<file path="src/hw/rtl/msplit_pkg.sv">
// ----------------------------------------------------------------------------
// msplit_pkg
// Shared types and constants of the meshlet splitter: beat structs,
// configuration register map, record kinds and sequencer states.
// ----------------------------------------------------------------------------
package msplit_pkg;

    localparam int CNT_W   = 9;
    localparam int TCNT_W  = 10;
    localparam int TNUM_W  = 30;
    localparam int ID_W    = 32;
    localparam int LOC_W   = 8;
    localparam int PADDR_W = 4;

    localparam int PRIMITIVE_SLOTS = 512;
    localparam logic [TCNT_W-1:0] PRIM_MAX =
        TCNT_W'((PRIMITIVE_SLOTS < 1023) ? PRIMITIVE_SLOTS : 1023);

    localparam logic [PADDR_W-1:0] ADDR_VERTEX_LIMIT    = 4'h0;
    localparam logic [PADDR_W-1:0] ADDR_PRIMITIVE_LIMIT = 4'h4;
    localparam logic [PADDR_W-1:0] ADDR_FIRST_INDEX     = 4'h8;

    localparam logic [CNT_W-1:0]  VERTEX_LIMIT_RST    = 9'd256;
    localparam logic [TCNT_W-1:0] PRIMITIVE_LIMIT_RST = 10'd512;

    localparam logic [1:0] REC_VERTEX   = 2'd0;
    localparam logic [1:0] REC_TRIANGLE = 2'd1;
    localparam logic [1:0] REC_CLOSE    = 2'd2;

    typedef struct packed {
        logic [ID_W-1:0] vertex_a;
        logic [ID_W-1:0] vertex_b;
        logic [ID_W-1:0] vertex_c;
        logic            last_triangle;
    } tri_in_t;

    typedef struct packed {
        logic [1:0]          record_kind;
        logic [ID_W-1:0]     vertex_id;
        logic [31:0]         index_slot;
        logic [3*LOC_W-1:0]  packed_local;
        logic [TNUM_W-1:0]   primitive_id;
        logic [CNT_W-1:0]    meshlet_vertices;
        logic [TCNT_W-1:0]   meshlet_primitives;
        logic                last;
    } rec_out_t;

    typedef struct packed {
        logic [CNT_W-1:0]  vertex_limit;
        logic [TCNT_W-1:0] primitive_limit;
        logic [31:0]       first_index;
    } cfg_t;

    typedef enum logic [3:0] {
        ST_IDLE,
        ST_SCAN,
        ST_DECIDE,
        ST_CLOSE_PRE,
        ST_VERT_A,
        ST_VERT_B,
        ST_VERT_C,
        ST_TRI,
        ST_CLOSE_POST
    } state_t;

endpackage

</file>
<file path="src/hw/rtl/msplit_cfg.sv">
// ----------------------------------------------------------------------------
// msplit_cfg
// APB register file: vertex limit, primitive limit, first index position.
// ----------------------------------------------------------------------------
module msplit_cfg (
    input  logic                          aclk,
    input  logic                          aresetn,
    input  logic                          psel,
    input  logic                          penable,
    input  logic                          pwrite,
    input  logic [msplit_pkg::PADDR_W-1:0] paddr,
    input  logic [31:0]                   pwdata,
    output logic [31:0]                   prdata,
    output logic                          pready,
    output msplit_pkg::cfg_t              cfg
);
    import msplit_pkg::*;

    cfg_t cfg_reg;
    logic wr_en;

    assign pready = 1'b1;
    assign wr_en  = psel && penable && pwrite;
    assign cfg    = cfg_reg;

    always_ff @(posedge aclk) begin
        if (!aresetn) begin
            cfg_reg.vertex_limit    <= VERTEX_LIMIT_RST;
            cfg_reg.primitive_limit <= PRIMITIVE_LIMIT_RST;
            cfg_reg.first_index     <= '0;
        end else if (wr_en) begin
            unique case (paddr)
                ADDR_VERTEX_LIMIT:    cfg_reg.vertex_limit    <= pwdata[CNT_W-1:0];
                ADDR_PRIMITIVE_LIMIT: cfg_reg.primitive_limit <= pwdata[TCNT_W-1:0];
                ADDR_FIRST_INDEX:     cfg_reg.first_index     <= pwdata;
                default: ;
            endcase
        end
    end

    always_comb begin
        unique case (paddr)
            ADDR_VERTEX_LIMIT:    prdata = {{(32-CNT_W){1'b0}}, cfg_reg.vertex_limit};
            ADDR_PRIMITIVE_LIMIT: prdata = {{(32-TCNT_W){1'b0}}, cfg_reg.primitive_limit};
            ADDR_FIRST_INDEX:     prdata = cfg_reg.first_index;
            default:              prdata = '0;
        endcase
    end

endmodule

</file>
<file path="config.mk">
export PLATFORM = sky130hd
export DESIGN_NAME = msplit_cfg
export DESIGN_NICKNAME = d
export VERILOG_FILES = /design/src/hw/rtl/msplit_pkg.sv /design/src/hw/rtl/msplit_cfg.sv
export SDC_FILE = /design/constraint.sdc
export NUM_CORES = 1
export LEC_CHECK = 0
export ABC_AREA = 1
export BUFFER_PORTS_ARGS = -buffer_cell sky130_fd_sc_hd__buf_2
export CAP_MARGIN = 10
export CORE_MARGIN = 5
export CORE_UTILIZATION = 50
export DETAILED_ROUTE_END_ITERATION = 8
export PLACE_DENSITY = 0.86
export SLEW_MARGIN = 5
export SYNTH_ARGS = -nofsm -noshare
export SYNTH_HDL_FRONTEND = slang
export SYNTH_SLANG_ARGS = --single-unit
</file>
<file path="constraint.sdc">
create_clock -name aclk -period 1.5 [get_ports aclk]
set_input_delay 0.15 -clock aclk [delete_from_list [all_inputs] [get_ports aclk]]
set_output_delay 0.15 -clock aclk [all_outputs]
set_load 0.05 [all_outputs]
</file>
==> results.md <==
- The buffer cell driving the clock tree root is sky130_fd_sc_hd__clkbuf_8.
- The leakage power is roughly 1.8 nW.
- The congestion estimate from routability-driven global placement came to 0.818.
- In this run, synthesis inferred 0 flip-flops with an integrated enable.
- For this configuration, the core starts out at a cell density of around half.
- From synthesis to final layout, the design area changed by 34.1%.
- The most used flip-flop cell after synthesis is sky130_fd_sc_hd__dfxtp_1.
- The area of the core region is between 5000 and 6000 sq um.
- Entering global routing, the biggest net connects between 50 and 60 pins.
- The count of nets left with antenna violations once routing finished came out at 0.
- The number of remaining DRC errors is 0.
- The overall fraction of global-route tracks in use is between 20% and 30%.
- In this run the tool buffered the top-level ports with approximately 120 buffer cells.
- On the final layout, the worst hold slack is 0.0602 ns.
- The worst hold path passes through 3 cells.
- The sequential cell area is between 1000 and 1500 sq um.
- The tightest min-delay check is of the in2reg type.
- The worst hold path begins at pwdata[9].
- The number of global-route vias before repair is roughly 2600.
- By count the netlist is led by sky130_fd_sc_hd__nor2_1 (124), sky130_fd_sc_hd__nand2_1 (80), sky130_fd_sc_hd__nand3_1 (61).
- The share of power burned in the clock network is about a third.
- The share of power burned in registers is a little over half.
- The highest clock rate is between 0.7 and 0.8 GHz.
- The count of boundary I/O pins is roughly 130.
- The via-per-instance ratio is just under 5.
- The number of fillers in the final layout is around 450.
- The area enclosed by the die boundary is 6700 sq um.
- The critical path is of the in2out type.
- The internal power of the cells totals 1.85 mW.
- The number of buffers added to fix hold violations after cts is 0.
- The H-tree was split into 2 levels.
- The count of standard-cell rows is 26.
- After detailed routing, the total wire length is ~7000 um.
- The highest ir drop seen on vdd is approximately 420 uV.
- Setup total negative slack on the finished layout was measured at 0 ns.
- For this run, the post-layout net count is about 570.
- The average detailed-routed wire length per instance is approximately 12 um.
- The post-cts sizing count is 0.
- The share of final-layout standard cells stronger than drive strength 1 is about a third.
- The cell type with the largest total area after synthesis is sky130_fd_sc_hd__dfxtp_1.
- Net switching is roughly a quarter of the power.
- After the first detailed-routing iteration, the DRC count stood at 82.
- The net count after synthesis is 460.
- The max-capacitance violation count is 0.
- The proportion of power drawn by combinational gates is about an eighth.
- The vias after detailed routing is a little under 3000.
- The residual overflow from global routing is 0.
- The die height is roughly 82 um.
- In this run the critical register-to-register path is launched from cfg[48]$_SDFFE_PN0P_.
- The setup slack on the worst flop-to-flop path is slightly below 0.9 ns.
- The combined area of all synthesized cells is 2580 sq um.
- From left edge to right edge, the die measures ~82 um.
- The number of buffers added for setup after CTS is 0.
- The critical path data arrival time is ~1.3 ns.
- Yosys instantiated no cell more often than sky130_fd_sc_hd__nor2_1.
- The number of hold violations in the final report is 0.
- The number of antenna diodes in the final layout is 0.
- CTS saw 51 sinks.
- TritonCTS built the clock tree.
- The maximum root-to-sink buffer count is 2.
- Clock latency on the worst-skew pair, taken at its later pin, is about 0.30 ns.
- Setup repair after global routing left no endpoint under its margin.
- The final count of negative-setup-slack endpoints is 0.
- The post-synthesis instance total is between 400 and 500.
- The clock period minus worst slack is around 1.4 ns.
- For this run, asynchronously set or reset flops after synthesis account for 0%.
- The area share of the largest cell type after synthesis is roughly 40%.
- The number of antenna violations at the first check in global routing was 0.
- TritonCTS created 5 clock buffers.
- The run finished with clean final reports.
- The number of pins exceeding their max-slew limit in the final report came to 0.
- STA classifies the critical path endpoint as an output pin.
- The first global-routing pass estimated roughly 11000 um of wire.
- The worst-case clock skew is 0 ns.
- Clock-pin slew was measured on the worst setup and hold paths at 0.09 ns.
- The synthesized area per cell is just over 6 sq um.
- The number of flip-flops under the largest register name is 51.
- The first detailed-routing pass ran for 4 iterations.
- The data required time at the worst endpoint is 1.35 ns.
- Summed over all nets, the half-perimeter wirelength after detailed placement is between 5000 and 6000 um.
- The hold path endpoint is cfg[41]$_SDFFE_PN1P_.
- Power spread over the standard cell area amounts to 725 nW/um^2.
- The end of the worst register-to-register path is cfg[48]$_SDFFE_PN0P_.
- The share of the Yosys chip area taken by registers is between 30 and 40%.
- The maximum fanout along the worst path is 42.
- In this run, synthesis produced a sequential element count of slightly above 50.
- Counting cells, the worst reg-to-reg path comes to 2.
- By area the synthesized netlist is led by sky130_fd_sc_hd__dfxtp_1 (40%), sky130_fd_sc_hd__nor2_1 (18%), sky130_fd_sc_hd__nand3_1 (12%), sky130_fd_sc_hd__nand2_1 (12%), sky130_fd_sc_hd__inv_1 (8.4%).
- Summing all multi-input logic gate instances after layout gives ~1300 sq um.
- The synthesized netlist contains 18 unique library cells.
- The category of the worst setup path launch point is an input pin.
- The post-route fraction of the period consumed by the critical path is 93.8%.
- Yosys printed 0 warnings.
- The switching power is ~0.66 mW.
worst max-delay path by stage:
stage / start / endpoint / slack [ns]
after floorplan: cfg[10]$_SDFFE_PN0P_ / prdata[10] / 0.17
after CTS: paddr[2] / prdata[1] / 0.11
after detailed placement: paddr[2] / prdata[1] / 0.12
after global placement: paddr[2] / prdata[0] / 0.19
final: paddr[2] / prdata[4] / 0.09
after global routing: paddr[0] / prdata[6] / 0.02
cells in the final DEF, fill, tap and decap left out, drive strengths merged:
cell type,n
buf,132
nor2,130
nand2,81
nand3,62
inv,59
dfxtp,51
nand4,8
clkbuf,7
o21ai,1
conb,1
clkinv,1
kinds of logic (layout without fill, tap and decap cells):
kind of cell	Yosys count	in the layout	share of synthesized area [%]
compound gates	1	1	0.194
buf+inv	85	199	14.0
flops	51	51	39.6
other cells	1	1	0.145
simple gates	281	281	46.1
routing by layer:
metal  routed length [um]  vias to the layer above  track usage (%)
met2                 3520                      113             40.3
met5                    0                        -                0
met4                   59                        0             4.32
met1                 2920                     1300             24.1
met3                  675                        9             5.15
li1                     -                     1482                -
layout make-up:
class | count | share of cell area (%)
clock buffers | 7 | 2.49
clock inverters | 1 | 0.253
inverters | 59 | 6.40
multi-input cells | 283 | 36.6
flip-flops and latches | 51 | 29.5
well taps | 70 | 2.53
repair buffers | 132 | 22.3
worst max-delay path: stages:
cell,delay [ns]
sky130_fd_sc_hd__buf_2,0.13
sky130_fd_sc_hd__inv_1,0.08
sky130_fd_sc_hd__nand2_1,0.09
sky130_fd_sc_hd__nor2_4,0.15
sky130_fd_sc_hd__buf_12,0.22
sky130_fd_sc_hd__nand2_1,0.09
sky130_fd_sc_hd__nand3_1,0.08
sky130_fd_sc_hd__buf_2,0.26
metrics by stage:
step	instances	power, mW	setup WS (ns)	instance area (sq um)	utilization, %
after floorplan	419	1.60	0.166	2640	-
after global routing	603	2.62	0.0168	3460	68.2
final	603	2.51	0.0925	3460	68.2
after CTS	603	2.53	0.114	3460	68.2
after global placement	595	1.72	0.188	3370	66.3
after detailed placement	595	1.73	0.119	3370	66.3
power by group through the flow:
| stage | registers [mW] | clock network [mW] | logic, mW |
|---|---|---|---|
| global placement | 1.40 | 0 | 0.319 |
| detailed placement | 1.40 | 0 | 0.325 |
| finish | 1.37 | 0.814 | 0.327 |
| global route | 1.37 | 0.893 | 0.357 |
| CTS | 1.37 | 0.833 | 0.326 |
| floorplan | 1.44 | 0 | 0.165 |
No activity file was read; power rests on OpenSTA's default activity.
